File: src/rtl/drfir_pkg.sv
// Package for the decimating complex RRC FIR: tap tables, config port
// types and register indexes. No dependencies.
`timescale 1ns / 1ps
`default_nettype none

package drfir_pkg;

  // Fixed filter geometry
  localparam int TAP_COUNT    = 31;
  localparam int HALF_TAPS    = 16;
  localparam int TABLE_BITS   = 18;  // table taps are Q1.17
  localparam int TAP_IDX_W    = 5;
  localparam int QUEUE_DEPTH  = 2;

  // Configuration port
  localparam int CFG_INDEX_W = 2;
  localparam int CFG_DATA_W  = 5;

  localparam logic [CFG_INDEX_W-1:0] REG_DECIMATION = 2'd0;
  localparam logic [CFG_INDEX_W-1:0] REG_COEFF_SET  = 2'd1;

  typedef struct packed {
    logic                   we;
    logic [CFG_INDEX_W-1:0] index;
    logic [CFG_DATA_W-1:0]  data;
  } cfg_wr_t;

  // Taps 0..15 of each set, Q1.17; tap k above 15 mirrors tap 30-k
  localparam logic signed [TABLE_BITS-1:0] RRC_HALF [4][HALF_TAPS] = '{
    '{-18'sd1149, -18'sd1645, -18'sd2000, -18'sd2107, -18'sd1869, -18'sd1215,
      -18'sd111, 18'sd1431, 18'sd3346, 18'sd5522, 18'sd7808, 18'sd10026,
      18'sd11994, 18'sd13541, 18'sd14529, 18'sd14869},
    '{18'sd542, 18'sd93, -18'sd608, -18'sd1438, -18'sd2191, -18'sd2617,
      -18'sd2460, -18'sd1521, 18'sd294, 18'sd2938, 18'sd6210, 18'sd9773,
      18'sd13204, 18'sd16060, 18'sd17951, 18'sd18613},
    '{18'sd272, -18'sd32, -18'sd405, -18'sd64, 18'sd610, 18'sd396,
      -18'sd592, -18'sd517, 18'sd1130, 18'sd1435, -18'sd2271, -18'sd6412,
      -18'sd2096, 18'sd14925, 18'sd36190, 18'sd45938},
    '{18'sd130, -18'sd282, -18'sd64, 18'sd341, -18'sd196, -18'sd423,
      18'sd604, 18'sd496, -18'sd936, 18'sd280, 18'sd2132, -18'sd2847,
      -18'sd8105, 18'sd6321, 18'sd39295, 18'sd57582}
  };

  // Symmetric tap lookup
  function automatic logic signed [TABLE_BITS-1:0] rrc_tap(
    input logic [1:0]           set,
    input logic [TAP_IDX_W-1:0] k
  );
    logic [TAP_IDX_W-1:0] mirror;
    mirror = (k < TAP_IDX_W'(HALF_TAPS)) ? k : (TAP_IDX_W'(TAP_COUNT - 1) - k);
    return RRC_HALF[set][mirror[3:0]];
  endfunction

endpackage

`default_nettype wire

File: src/rtl/drfir_front.sv
// Front end: takes input samples, tracks the decimation phase and tags each
// request that produces an output. Depends on drfir_pkg.
`timescale 1ns / 1ps
`default_nettype none

module drfir_front #(
  parameter int SAMPLE_BITS    = 16,
  parameter int MAX_DECIMATION = 16
) (
  input  wire                         clk_i,
  input  wire                         rst_ni,
  input  drfir_pkg::cfg_wr_t          cfg_i,
  input  wire                         in_valid_i,
  output logic                        in_stall_o,
  input  wire  signed [SAMPLE_BITS-1:0] sample_i_i,
  input  wire  signed [SAMPLE_BITS-1:0] sample_q_i,
  // queue write side
  output logic                        push_o,
  output logic [2*SAMPLE_BITS:0]      push_data_o,
  input  wire                         q_full_i
);
  import drfir_pkg::*;

  localparam int PH_W  = (MAX_DECIMATION > 1) ? $clog2(MAX_DECIMATION) : 1;
  localparam int DEC_W = $clog2(MAX_DECIMATION + 1);

  logic [CFG_DATA_W-1:0] decim_q;
  logic [DEC_W-1:0]      dec_eff;
  logic [PH_W-1:0]       phase_q, phase_d;
  logic [PH_W:0]         phase_inc;
  logic                  emit;

  // Decimation register
  always_ff @(posedge clk_i or negedge rst_ni) begin
    if (!rst_ni) begin
      decim_q <= CFG_DATA_W'(1);
    end else if (cfg_i.we && cfg_i.index == REG_DECIMATION) begin
      decim_q <= cfg_i.data;
    end
  end

  // Zero acts as one, large values clip to the maximum
  always_comb begin
    if (decim_q == '0) begin
      dec_eff = DEC_W'(1);
    end else if (int'(decim_q) > MAX_DECIMATION) begin
      dec_eff = DEC_W'(MAX_DECIMATION);
    end else begin
      dec_eff = DEC_W'(decim_q);
    end
  end

  assign in_stall_o  = q_full_i;
  assign push_o      = in_valid_i && !q_full_i;
  assign emit        = (phase_q == '0);
  assign push_data_o = {emit, sample_i_i, sample_q_i};

  // Phase advance; wraps at or beyond the current decimation
  always_comb begin
    phase_inc = {1'b0, phase_q} + (PH_W + 1)'(1);
    if (int'(phase_inc) >= int'(dec_eff)) begin
      phase_d = '0;
    end else begin
      phase_d = phase_inc[PH_W-1:0];
    end
  end

  always_ff @(posedge clk_i or negedge rst_ni) begin
    if (!rst_ni) begin
      phase_q <= '0;
    end else if (push_o) begin
      phase_q <= phase_d;
    end
  end

endmodule

`default_nettype wire

File: src/rtl/drfir_queue.sv
// Small FIFO between front and back ends.
// Depends on drfir_pkg for its depth.
`timescale 1ns / 1ps
`default_nettype none

module drfir_queue #(
  parameter int WIDTH = 33
) (
  input  wire              clk_i,
  input  wire              rst_ni,
  input  wire              push_i,
  input  wire  [WIDTH-1:0] push_data_i,
  output logic             full_o,
  input  wire              pop_i,
  output logic             valid_o,
  output logic [WIDTH-1:0] head_o
);
  import drfir_pkg::*;

  localparam int PTR_W = (QUEUE_DEPTH > 1) ? $clog2(QUEUE_DEPTH) : 1;
  localparam int CNT_W = $clog2(QUEUE_DEPTH + 1);

  logic [WIDTH-1:0] mem_q [QUEUE_DEPTH];
  logic [PTR_W-1:0] wr_ptr_q, rd_ptr_q;
  logic [CNT_W-1:0] count_q;
  logic             do_push, do_pop;

  assign full_o  = (count_q == CNT_W'(QUEUE_DEPTH));
  assign valid_o = (count_q != '0);
  assign head_o  = mem_q[rd_ptr_q];
  assign do_push = push_i && !full_o;
  assign do_pop  = pop_i && valid_o;

  function automatic logic [PTR_W-1:0] next_ptr(input logic [PTR_W-1:0] p);
    return (p == PTR_W'(QUEUE_DEPTH - 1)) ? '0 : p + PTR_W'(1);
  endfunction

  // Entry storage
  always_ff @(posedge clk_i) begin
    if (do_push) begin
      mem_q[wr_ptr_q] <= push_data_i;
    end
  end

  // Pointers and fill level
  always_ff @(posedge clk_i or negedge rst_ni) begin
    if (!rst_ni) begin
      wr_ptr_q <= '0;
      rd_ptr_q <= '0;
      count_q  <= '0;
    end else begin
      if (do_push) wr_ptr_q <= next_ptr(wr_ptr_q);
      if (do_pop)  rd_ptr_q <= next_ptr(rd_ptr_q);
      if (do_push && !do_pop) begin
        count_q <= count_q + CNT_W'(1);
      end else if (do_pop && !do_push) begin
        count_q <= count_q - CNT_W'(1);
      end
    end
  end

endmodule

`default_nettype wire

File: src/rtl/drfir_back.sv
// Back end: delay lines, serial multiply-accumulate over the taps, rounding,
// saturation and the output register. Depends on drfir_pkg.
`timescale 1ns / 1ps
`default_nettype none

module drfir_back #(
  parameter int SAMPLE_BITS = 16,
  parameter int COEFF_BITS  = 18
) (
  input  wire                           clk_i,
  input  wire                           rst_ni,
  input  drfir_pkg::cfg_wr_t            cfg_i,
  // queue read side
  input  wire                           q_valid_i,
  input  wire  [2*SAMPLE_BITS:0]        q_head_i,
  output logic                          q_pop_o,
  // result channel
  output logic                          out_valid_o,
  input  wire                           out_stall_i,
  output logic signed [SAMPLE_BITS-1:0] out_i_o,
  output logic signed [SAMPLE_BITS-1:0] out_q_o
);
  import drfir_pkg::*;

  localparam int PROD_W = SAMPLE_BITS + COEFF_BITS;
  localparam int ACC_W  = PROD_W + $clog2(TAP_COUNT);
  localparam int CNT_W  = $clog2(TAP_COUNT + 1);
  localparam int IDX_W  = $clog2(TAP_COUNT);
  localparam int RSH    = COEFF_BITS - 1;

  localparam logic [1:0] ST_IDLE = 2'd0;
  localparam logic [1:0] ST_MAC  = 2'd1;
  localparam logic [1:0] ST_FIN  = 2'd2;

  localparam logic signed [ACC_W-1:0] SAT_HI = ACC_W'((64'sd1 <<< (SAMPLE_BITS - 1)) - 1);
  localparam logic signed [ACC_W-1:0] SAT_LO = -ACC_W'(64'sd1 <<< (SAMPLE_BITS - 1));
  localparam logic signed [ACC_W-1:0] HALF   = ACC_W'(64'sd1 <<< (RSH - 1));

  logic [1:0]  state_q;
  logic [CNT_W-1:0] k_q;
  logic [1:0]  coeff_set_q;

  logic signed [SAMPLE_BITS-1:0] hist_i_q [TAP_COUNT];
  logic signed [SAMPLE_BITS-1:0] hist_q_q [TAP_COUNT];

  logic                          head_emit;
  logic signed [SAMPLE_BITS-1:0] head_si, head_sq;

  logic [IDX_W-1:0]              idx;
  logic signed [TABLE_BITS-1:0]  tap_tbl;
  logic signed [COEFF_BITS-1:0]  tap_c;
  logic signed [PROD_W-1:0]      prod_i_q, prod_q_q;
  logic signed [ACC_W-1:0]       acc_i_q, acc_q_q;

  logic                          out_valid_q;
  logic signed [SAMPLE_BITS-1:0] out_i_q, out_q_q;
  logic                          out_free, res_load, shift_en;

  assign {head_emit, head_si, head_sq} = q_head_i;

  // Tap set register
  always_ff @(posedge clk_i or negedge rst_ni) begin
    if (!rst_ni) begin
      coeff_set_q <= 2'd0;
    end else if (cfg_i.we && cfg_i.index == REG_COEFF_SET) begin
      coeff_set_q <= cfg_i.data[1:0];
    end
  end

  // Tap lookup, rescaled from Q1.17 to the coefficient width
  assign idx     = (k_q < CNT_W'(TAP_COUNT)) ? k_q[IDX_W-1:0] : '0;
  assign tap_tbl = rrc_tap(coeff_set_q, TAP_IDX_W'(idx));

  generate
    if (COEFF_BITS >= TABLE_BITS) begin : g_tap_up
      assign tap_c = COEFF_BITS'(tap_tbl) <<< (COEFF_BITS - TABLE_BITS);
    end else begin : g_tap_down
      localparam int DSH = TABLE_BITS - COEFF_BITS;
      logic signed [TABLE_BITS:0] tap_rnd;
      assign tap_rnd = (TABLE_BITS + 1)'(tap_tbl) + ((TABLE_BITS + 1)'(1) <<< (DSH - 1));
      assign tap_c   = COEFF_BITS'(tap_rnd >>> DSH);
    end
  endgenerate

  // Round half up, then clip to the sample range
  function automatic logic signed [SAMPLE_BITS-1:0] finish(
    input logic signed [ACC_W-1:0] acc
  );
    logic signed [ACC_W-1:0] r;
    r = (acc + HALF) >>> RSH;
    if (r > SAT_HI) begin
      r = SAT_HI;
    end else if (r < SAT_LO) begin
      r = SAT_LO;
    end
    return r[SAMPLE_BITS-1:0];
  endfunction

  assign out_free = !out_valid_q || !out_stall_i;
  assign res_load = (state_q == ST_FIN) && out_free;
  assign shift_en = ((state_q == ST_IDLE) && q_valid_i && !head_emit) || res_load;
  assign q_pop_o  = shift_en;

  // Sequencer: one product per rail per cycle
  always_ff @(posedge clk_i or negedge rst_ni) begin
    if (!rst_ni) begin
      state_q <= ST_IDLE;
      k_q     <= '0;
    end else begin
      case (state_q)
        ST_IDLE: begin
          if (q_valid_i && head_emit) begin
            state_q <= ST_MAC;
            k_q     <= '0;
          end
        end
        ST_MAC: begin
          k_q <= k_q + CNT_W'(1);
          if (k_q == CNT_W'(TAP_COUNT)) begin
            state_q <= ST_FIN;
          end
        end
        ST_FIN: begin
          if (out_free) begin
            state_q <= ST_IDLE;
          end
        end
        default: state_q <= ST_IDLE;
      endcase
    end
  end

  // Multiply stage and accumulator; the registered product of tap k is added in the following cycle
  always_ff @(posedge clk_i) begin
    if (state_q == ST_IDLE) begin
      acc_i_q <= '0;
      acc_q_q <= '0;
    end else if (state_q == ST_MAC) begin
      if (k_q < CNT_W'(TAP_COUNT)) begin
        prod_i_q <= hist_i_q[idx] * tap_c;
        prod_q_q <= hist_q_q[idx] * tap_c;
      end
      if (k_q != '0) begin
        acc_i_q <= acc_i_q + ACC_W'(prod_i_q);
        acc_q_q <= acc_q_q + ACC_W'(prod_q_q);
      end
    end
  end

  // Delay lines, shifted once the current request is done with them
  always_ff @(posedge clk_i or negedge rst_ni) begin
    if (!rst_ni) begin
      for (int j = 0; j < TAP_COUNT; j++) begin
        hist_i_q[j] <= '0;
        hist_q_q[j] <= '0;
      end
    end else if (shift_en) begin
      for (int j = 0; j < TAP_COUNT - 1; j++) begin
        hist_i_q[j] <= hist_i_q[j+1];
        hist_q_q[j] <= hist_q_q[j+1];
      end
      hist_i_q[TAP_COUNT-1] <= head_si;
      hist_q_q[TAP_COUNT-1] <= head_sq;
    end
  end

  // Output register
  always_ff @(posedge clk_i or negedge rst_ni) begin
    if (!rst_ni) begin
      out_valid_q <= 1'b0;
    end else if (res_load) begin
      out_valid_q <= 1'b1;
    end else if (!out_stall_i) begin
      out_valid_q <= 1'b0;
    end
  end

  always_ff @(posedge clk_i) begin
    if (res_load) begin
      out_i_q <= finish(acc_i_q);
      out_q_q <= finish(acc_q_q);
    end
  end

  assign out_valid_o = out_valid_q;
  assign out_i_o     = out_i_q;
  assign out_q_o     = out_q_q;

  // A job in flight keeps its request at the queue head
  a_job_held: assert property (@(posedge clk_i) disable iff (!rst_ni)
    (state_q != ST_IDLE) |-> q_valid_i)
    else $error("queue head lost during a filter job");

  // Shifting only happens for a queued request
  a_pop_valid: assert property (@(posedge clk_i) disable iff (!rst_ni)
    q_pop_o |-> q_valid_i)
    else $error("pop from empty queue");

  // Tap counter stays within the MAC sweep
  a_k_range: assert property (@(posedge clk_i) disable iff (!rst_ni)
    (state_q == ST_MAC) |-> (k_q <= CNT_W'(TAP_COUNT)))
    else $error("tap counter out of range");

  // A loaded result returns the sequencer to idle
  a_fin_idle: assert property (@(posedge clk_i) disable iff (!rst_ni)
    res_load |=> (state_q == ST_IDLE) && out_valid_q)
    else $error("result load did not complete the job");

endmodule

`default_nettype wire

File: src/rtl/decimating_complex_rrc_fir_unit.sv
// Top level of the decimating complex 31-tap RRC FIR.
// Depends on drfir_pkg, drfir_front, drfir_queue and drfir_back.
//
//  channel | signals                               | direction
//  --------+---------------------------------------+----------
//  input   | in_valid_i, in_stall_o, sample_*_i    | in
//  result  | out_valid_o, out_stall_i, out_*_o     | out
//  config  | cfg_we_i, cfg_index_i, cfg_data_i     | in
//
// A request with no output is shifted in while the back end is idle, so
// such requests stream at one per cycle. A request with an output is
// issued, then one serial multiplier per rail walks the 31 taps, then the
// sums are rounded and saturated. A two-entry queue decouples input from
// the MAC. Reset clears delay lines, phase and control registers at once.
// A stalled result holds in out_*_o; input flows until the queue fills.
`timescale 1ns / 1ps
`default_nettype none

module decimating_complex_rrc_fir_unit #(
  parameter int SAMPLE_BITS    = 16,
  parameter int COEFF_BITS     = 18,
  parameter int MAX_DECIMATION = 16
) (
  input  wire                                     clk_i,
  input  wire                                     rst_ni,
  input  wire                                     cfg_we_i,
  input  wire  [drfir_pkg::CFG_INDEX_W-1:0]       cfg_index_i,
  input  wire  [drfir_pkg::CFG_DATA_W-1:0]        cfg_data_i,
  input  wire                                     in_valid_i,
  output logic                                    in_stall_o,
  input  wire  signed [SAMPLE_BITS-1:0]           sample_i_i,
  input  wire  signed [SAMPLE_BITS-1:0]           sample_q_i,
  output logic                                    out_valid_o,
  input  wire                                     out_stall_i,
  output logic signed [SAMPLE_BITS-1:0]           out_i_o,
  output logic signed [SAMPLE_BITS-1:0]           out_q_o
);
  import drfir_pkg::*;

  localparam int QW = 2 * SAMPLE_BITS + 1;

  cfg_wr_t         cfg;
  logic            push, q_full, q_valid, q_pop;
  logic [QW-1:0]   push_data, q_head;

  assign cfg.we    = cfg_we_i;
  assign cfg.index = cfg_index_i;
  assign cfg.data  = cfg_data_i;

  drfir_front #(
    .SAMPLE_BITS   (SAMPLE_BITS),
    .MAX_DECIMATION(MAX_DECIMATION)
  ) u_front (
    .clk_i      (clk_i),
    .rst_ni     (rst_ni),
    .cfg_i      (cfg),
    .in_valid_i (in_valid_i),
    .in_stall_o (in_stall_o),
    .sample_i_i (sample_i_i),
    .sample_q_i (sample_q_i),
    .push_o     (push),
    .push_data_o(push_data),
    .q_full_i   (q_full)
  );

  drfir_queue #(
    .WIDTH(QW)
  ) u_queue (
    .clk_i      (clk_i),
    .rst_ni     (rst_ni),
    .push_i     (push),
    .push_data_i(push_data),
    .full_o     (q_full),
    .pop_i      (q_pop),
    .valid_o    (q_valid),
    .head_o     (q_head)
  );

  drfir_back #(
    .SAMPLE_BITS(SAMPLE_BITS),
    .COEFF_BITS (COEFF_BITS)
  ) u_back (
    .clk_i      (clk_i),
    .rst_ni     (rst_ni),
    .cfg_i      (cfg),
    .q_valid_i  (q_valid),
    .q_head_i   (q_head),
    .q_pop_o    (q_pop),
    .out_valid_o(out_valid_o),
    .out_stall_i(out_stall_i),
    .out_i_o    (out_i_o),
    .out_q_o    (out_q_o)
  );

endmodule

`default_nettype wire
File: config.mk
export PLATFORM = sky130hd
export DESIGN_NAME = decimating_complex_rrc_fir_unit
export DESIGN_NICKNAME = d
export VERILOG_FILES = /design/src/rtl/drfir_pkg.sv /design/src/rtl/drfir_front.sv /design/src/rtl/drfir_queue.sv /design/src/rtl/drfir_back.sv /design/src/rtl/decimating_complex_rrc_fir_unit.sv
export SDC_FILE = /design/constraint.sdc
export NUM_CORES = 2
export LEC_CHECK = 0
export BUFFER_PORTS_ARGS = -buffer_cell sky130_fd_sc_hd__buf_2
export CAP_MARGIN = 20
export CORE_MARGIN = 2
export CORE_UTILIZATION = 41
export CTS_BUF_LIST = sky130_fd_sc_hd__clkbuf_8
export CTS_CLUSTER_DIAMETER = 150
export DETAILED_ROUTE_END_ITERATION = 12
export SLEW_MARGIN = 5
export SYNTH_ARGS = -nofsm -noshare
export SYNTH_HDL_FRONTEND = slang
export SYNTH_SLANG_ARGS = --single-unit
File: constraint.sdc
create_clock -name clk_i -period 9.2 [get_ports clk_i]
set_input_delay 2.76 -clock clk_i [delete_from_list [all_inputs] [get_ports clk_i]]
set_output_delay 2.76 -clock clk_i [all_outputs]
set_load 0.02 [all_outputs]
# ---- Word level (Yosys, flattened, before mapping)
# Memory sizes are Yosys's and may differ from the RTL's.
# Cells that the tools add are included.
dict set report classes {
  addsub 11
  multipliers 2
  magnitude_cmp 11
  eq_ne 9
  n_mux 33
  bitwise_logic 4
  reduce_logical 31
}
# cell count
set op_table {}
lappend op_table {{binary-select mux 288 bit (select 2 bit)} 1}
lappend op_table {{two-way mux 288 bit} 2}
lappend op_table {{binary-select mux 16 bit (select 5 bit)} 2}
lappend op_table {{two-way mux 16 bit} 6}
lappend op_table {{adder 39 x 18 -> 39 bit (second input constant)} 2}
lappend op_table {{adder 39 x 34 -> 39 bit} 2}
lappend op_table {{binary-select mux 18 bit (select 4 bit)} 1}
lappend op_table {{multiplier 16 x 18 -> 34 bit} 2}
lappend op_table {{greater-than comparator 22 x 16 -> 1 bit (second input constant)} 2}
lappend op_table {{< comparator 22 x 16 -> 1 bit (second input constant)} 2}
lappend op_table {{two-way mux 18 bit} 2}
lappend op_table {{two-way mux 5 bit} 4}
lappend op_table {{logical AND 1 bit} 11}
lappend op_table {{< comparator 5 bit (second input constant)} 2}
lappend op_table {{two-way mux 2 bit} 5}
lappend op_table {{case mux 5 bit (2 select lines)} 1}
lappend op_table {{two-way mux 4 bit} 2}
lappend op_table {{>= comparator 6 bit (second input constant)} 1}
lappend op_table {{logical NOT 1 bit} 6}
lappend op_table {{two-way mux 1 bit} 6}
lappend op_table {{!= test 2 x 1 -> 1 bit (second input constant)} 3}
lappend op_table {{NOT 5 -> 6 bit} 1}
lappend op_table {{case mux 2 bit (3 select lines)} 1}
lappend op_table {{AND reduction 3 bit} 2}
lappend op_table {{24 further kinds} 32}
dict set report word_totals {
  register_bits 1193
  mem_bits_rw 66
  inputBits 44
  output_inout_bits 34
  word_cells 179
  n_memories 1
}
# name words word_bits read_ports rd_clocked_by_memory_dff write_ports line_no
set mem_list {}
lappend mem_list {u_queue.mem_q 2 33 1 0 1 drfir_queue.sv:23} ;# logic [WIDTH-1:0] mem_q [QUEUE_DEPTH];

# ---- Depth between registers and ports, before layout
dict set report depth {
  depth_word 9
  ltp_mapped 44
  ltp_nobuf 35
}

# ---- Modules after synthesis
# Synthesis repeated with hierarchy kept, for this count alone.
dict set report hier_totals {
  cells_unflattened 8097
  hier_area_um2 83383.7
}
# mod n_inst cells_per_inst area_per_inst_um2 seq_area_each_um2
set modules_own_cells {}
lappend modules_own_cells {drfir_back 1 7884 79804.0 29638.4}
lappend modules_own_cells {drfir_queue 1 122 2733.9 2082.0}
lappend modules_own_cells {drfir_front 1 91 845.8 226.5}

# ---- Worst setup path after synthesis
# OpenSTA, ideal clock, no wires.
dict set report synth_path {
  path_type {reg2reg}
  from {register u_back.k_q[2]}
  to {register u_back.prod_q_q[32], data pin}
  setup_time_ns 0.268
  t_arrival_ns 8.702
  required_ns 8.932
  slack_ns 0.229
  stages_incl_launch_ff 38
  n_path_buf 8
  period_less_slack_ns 8.971
  cell_sequence {dfrtp_1 buf_4 nand2_2 o21ai_4 inv_2 buf_6 buf_2 buf_2 buf_2 ha_1 and2b_1 nand2_1 nand2_1 buf_4 buf_2 a21oi_1 o41ai_1 a21o_1 [... 2 more ...] fa_1 inv_1 fa_1 fa_1 fa_1 fa_1 inv_1 fa_1 inv_1 ha_1 and3_1 nand3_1 o31ai_1 a31oi_1 a2111oi_2 nor2_1 a211oi_1 xor2_1}
}
dict set report synth_between {
  elab_chain_len 9
  word_cells_on_any_way 14
  classes_between {add/sub: 1; mul: 1; order compare: 2; mux: 8; bitwise: 2}
}
# item line_no
set synth_rtl {}
lappend synth_rtl {{from (decl)} drfir_back.sv:40} ;# logic [CNT_W-1:0] k_q;
lappend synth_rtl {{from (signal assigned)} drfir_back.sv:118} ;# k_q <= k_q + CNT_W'(1);
lappend synth_rtl {{< comparator 5 bit} drfir_back.sv:71} ;# assign idx = (k_q < CNT_W'(TAP_COUNT)) ? k_q[IDX_W-1:0] : '0;
lappend synth_rtl {{two-way mux 5 bit *} drfir_back.sv:71}
lappend synth_rtl {{subtractor 4 bit or < comparator 5 bit (tied branches)} drfir_pkg.sv:50} ;# mirror = (k < TAP_IDX_W'(HALF_TAPS)) ? k : (TAP_IDX_W'(TAP_COUNT - 1) - k);
lappend synth_rtl {{two-way mux 4 bit} drfir_pkg.sv:50}
lappend synth_rtl {{NOT 4 -> 5 bit (not written as such)} drfir_pkg.sv:51} ;# return RRC_HALF[set][mirror[3:0]];
lappend synth_rtl {{binary-select mux 18 bit (select 4 bit)} drfir_pkg.sv:51}
lappend synth_rtl {{two-way mux 18 bit (not written as such) (2 in a row)} drfir_pkg.sv:51}
lappend synth_rtl {{multiplier 16 x 18 -> 34 bit *} drfir_back.sv:141} ;# prod_q_q <= hist_q_q[idx] * tap_c;
lappend synth_rtl {{to (signal assigned)} drfir_back.sv:141}
lappend synth_rtl {{to (decl)} drfir_back.sv:52} ;# logic signed [PROD_W-1:0] prod_i_q, prod_q_q;
# Every way passes the cells marked *; elsewhere a longest branch is shown, timed or not. The select of a mux whose other input is x is not followed.
# A chain may end at the register's enable or synchronous reset.

# ---- Worst setup path after layout
dict set report layout_path {
  from {register u_back.k_q[3]}
  to {register u_back.prod_i_q[27], data pin}
}
dict set report layout_between {
  elab_chain_len 9
  word_cells_on_any_way 14
  classes_between {add/sub: 1; mul: 1; order compare: 2; mux: 8; bitwise: 2}
}
# item line_no
set layout_rtl {}
lappend layout_rtl {{< comparator 5 bit} drfir_back.sv:71}
lappend layout_rtl {{two-way mux 5 bit *} drfir_back.sv:71}
lappend layout_rtl {{subtractor 4 bit or < comparator 5 bit (tied branches)} drfir_pkg.sv:50}
lappend layout_rtl {{two-way mux 4 bit} drfir_pkg.sv:50}
lappend layout_rtl {{NOT 4 -> 5 bit (not written as such)} drfir_pkg.sv:51}
lappend layout_rtl {{binary-select mux 18 bit (select 4 bit)} drfir_pkg.sv:51}
lappend layout_rtl {{two-way mux 18 bit (not written as such) (2 in a row)} drfir_pkg.sv:51}
lappend layout_rtl {{multiplier 16 x 18 -> 34 bit *} drfir_back.sv:140} ;# prod_i_q <= hist_i_q[idx] * tap_c;
lappend layout_rtl {{to (signal assigned)} drfir_back.sv:140}
lappend layout_rtl {{to (decl)} drfir_back.sv:52}
# Marks and branches as above.

==> flow_metrics.env <==
export IMPL_r2r_cells=33
export IMPL_ys_async_sr_fraction_pct=80.6
export IMPL_critPathMaxFanout=23
export IMPL_routabilityCongestion=0.903
export IMPL_critPathSlowestCell="a211oi_4"
export IMPL_critical_path_required_ns=9.89
export IMPL_worstSkewPairLatency_ns=0.95
export IMPL_clock_path_buffers=3
export IMPL_clkTransAtPathRegs_ns=0.06
export IMPL_drt_wl_total_mm=205
export IMPL_max_slew_margin_pct=20.9
export IMPL_nFillCells=18721
export IMPL_outcome="completed"
export IMPL_yosysTopAreaCellShare_pct=30.7
export IMPL_synth_seq_cells=1259
export IMPL_hold_path_depth=2
export IMPL_yosysSeqAreaShare_pct=38.6
export IMPL_ys_top_cells_by_count="1195 x nand2_1, 1014 x dfrtp_1, 969 x mux2_2, 645 x inv_1, 565 x fa_1"
export IMPL_dieArea_um2=205000
export IMPL_fmaxAchievable_mhz=113
export IMPL_ioPinCount=78
export IMPL_dp_cells=10544
export IMPL_dr_total_vias=58573
export IMPL_ys_flop_type="dfrtp_1"
export IMPL_yosys_area_top_type="dfrtp_1"
export IMPL_drtAntennaViolNets=0
export IMPL_drv_slew=0
export IMPL_grt_usage_pct=19.9
export IMPL_cap_violations=0
export IMPL_drc=0
export IMPL_rows=164
export IMPL_vias_per_cell=5.36
export IMPL_numCtsBuffers=203
export IMPL_floorplan_initialDensity_pct=41.3
export IMPL_rsz0062_at_grt="no"
export IMPL_cts_max_level=4
export IMPL_synth_edf_count=166
export IMPL_endpoint_kind="flop"
export IMPL_crit_reg2reg_launch="u_back.k_q[3]"
export IMPL_ys_types=98
export IMPL_arrival_ns=9.54
export IMPL_reg2reg_to="u_back.prod_i_q[27]"
export IMPL_grt_pass1_vias=59474
export IMPL_hold_buffers=0
export IMPL_worst_pin_slew_ns=1.19
export IMPL_synthCells=8014
export IMPL_grt_overflow=0
export IMPL_post_cts_buffers=0
export IMPL_yosys_warnings=0
export IMPL_die_h_um=453
export IMPL_area_growth_pct=10.7
export IMPL_cp_common_cell="fa_1"
export IMPL_cts_tree="done"
export IMPL_die_x_um=453
export IMPL_synth_nets=8893
export IMPL_dr_first_iter_drc_count=4449
export IMPL_wire_per_inst_um=18.8
export IMPL_grt_max_degree=191
export IMPL_final_cells=10927
export IMPL_synth_area_top_cells="dfrtp_1 31%, fa_1 14%, mux2_2 13%"
export IMPL_hold_path_class="flop to flop"
export IMPL_final_setup_viol_count=0
export IMPL_path_class="flop to flop"
export IMPL_drive_above_1_share_pct=21.4
export IMPL_setup_tns_final_ns=0
export IMPL_clock_skew_ns=0.0667
export IMPL_layout_min_cycle_time_ns=8.86
export IMPL_ff2ff_setup_slack_ns=0.34
export IMPL_multiInputGateArea_um2=46300
export IMPL_critPathLaunchType="flop"
export IMPL_grt_pass1_wl_mm=330
export IMPL_ff_latch_area_um2=31900
export IMPL_hold_end="u_back.acc_i_q[7]"
export IMPL_drt_pass1_iterations=6
export IMPL_cts_root_buf="clkbuf_8"
export IMPL_finalHoldViolCount=0
export IMPL_core_area_um2=200000
export IMPL_min_delay_start="u_back.acc_i_q[7]"
export IMPL_antenna_found_initial=7
export IMPL_dp_hpwl_mm=139
export IMPL_clock_sinks=1259
export IMPL_period_share_pct=96.3
export IMPL_syn_area_um2=82700
export IMPL_synth_most_common_cell="nand2_1"
export IMPL_slowest_delay_ns=0.58
export IMPL_finalNetCount=8975
export IMPL_syn_area_per_cell_um2=10.3
export IMPL_io_buffers=77
export IMPL_cts_resized=0
## worst max-delay path: cells and delay by family, from the launching register on
family | cells | cell delay, ns
buffers and inverters | 6 | 0.85
adder cells (fa/ha/maj) | 8 | 3.20
flip-flops | 1 | 0.47
AND/OR/NAND/NOR | 10 | 1.51
AO/OA/AOI/OAI | 8 | 2.47
XOR/XNOR | 1 | 0.11
## how the worst max path moves through the flow
stage          slack [ns]          start                   to
2_1_floorplan        0.23  u_back.k_q[2]  u_back.prod_q_q[32]
6_report             0.34  u_back.k_q[3]  u_back.prod_i_q[27]
5_1_grt             0.004  u_back.k_q[3]  u_back.prod_i_q[27]
4_1_cts              0.22  u_back.k_q[3]  u_back.prod_i_q[33]
3_5_place_dp         0.24  u_back.k_q[3]  u_back.prod_i_q[33]
3_3_place_gp         0.28  u_back.k_q[3]  u_back.prod_q_q[32]
## final cells by class
cell class / count / area share [%]
diodes: 2 / 0.00546
clock buffers: 253 / 3.80
clock inverters: 125 / 1.01
inverters: 648 / 2.67
multi-input cells: 5625 / 50.5
flip-flops and latches: 1259 / 34.9
well taps: 2656 / 3.63
repair buffers: 359 / 3.47
## state kept, by name, indices dropped and copies added, names as in the netlist
register            cells
u_back.out_i_o         16
u_queue.mem_q          66
u_back.hist_q_q       496
u_front.decim_q         5
u_back.prod_q_q        34
u_back.out_q_o         16
u_back.acc_q_q         39
u_queue.count_q         2
u_front.phase_q         4
u_queue.wr_ptr_q        1
u_back.k_q              5
u_back.hist_i_q       496
u_back.prod_i_q        34
u_back.state_q          2
u_back.acc_i_q         39
u_back.out_valid_o      1
u_back.coeff_set_q      2
u_queue.rd_ptr_q        1
## cells by family (layout without fill, tap and decap cells)
logic type      Yosys count  count (layout)  synth area share (%)
fa+ha+maj               835             835                  17.8
flops                  1259            1259                  38.6
other cells               0               2                     0
buf+inv                1130            1385                  5.73
xor+xnor                166             166                  1.76
compound gates         1001            1001                  8.39
mux                    1004            1004                  13.6
simple gates           2619            2619                  14.1
## routing by layer
layer,up-vias,GRT usage [%],share of wire (%)
li1,27276,-,-
met1,29653,27.3,45
met2,1312,32.7,48
met3,332,2.77,4.5
met4,0,6.17,2.8
met5,-,0,0
## stage by stage
stage               worst slack, ns  utilization, %  hold WS (ns)  area, um2
floorplan                     0.229               -         0.436      82700
detailed placement            0.238            43.5         0.451      87000
CTS                           0.222            45.7         0.459      91400
global route                0.00364            45.8         0.474      91600
global placement              0.281            43.5         0.443      87000
finish                        0.344            45.8         0.454      91600
## placed cells by master, fill, tap and decap left out, types with 229 or more instances in the layout
cell / instances
nand3_1: 455
a21oi_1: 270
buf_4: 229
nand2_1: 1193
ha_1: 270
mux2_2: 969
nor2_1: 453
dfrtp_1: 1013
inv_1: 703
fa_1: 565
clkbuf_8: 253
Power is left out: the tool's default activity adds up to more than one toggle a clock period on the data nets, which glitch-free logic cannot reach.
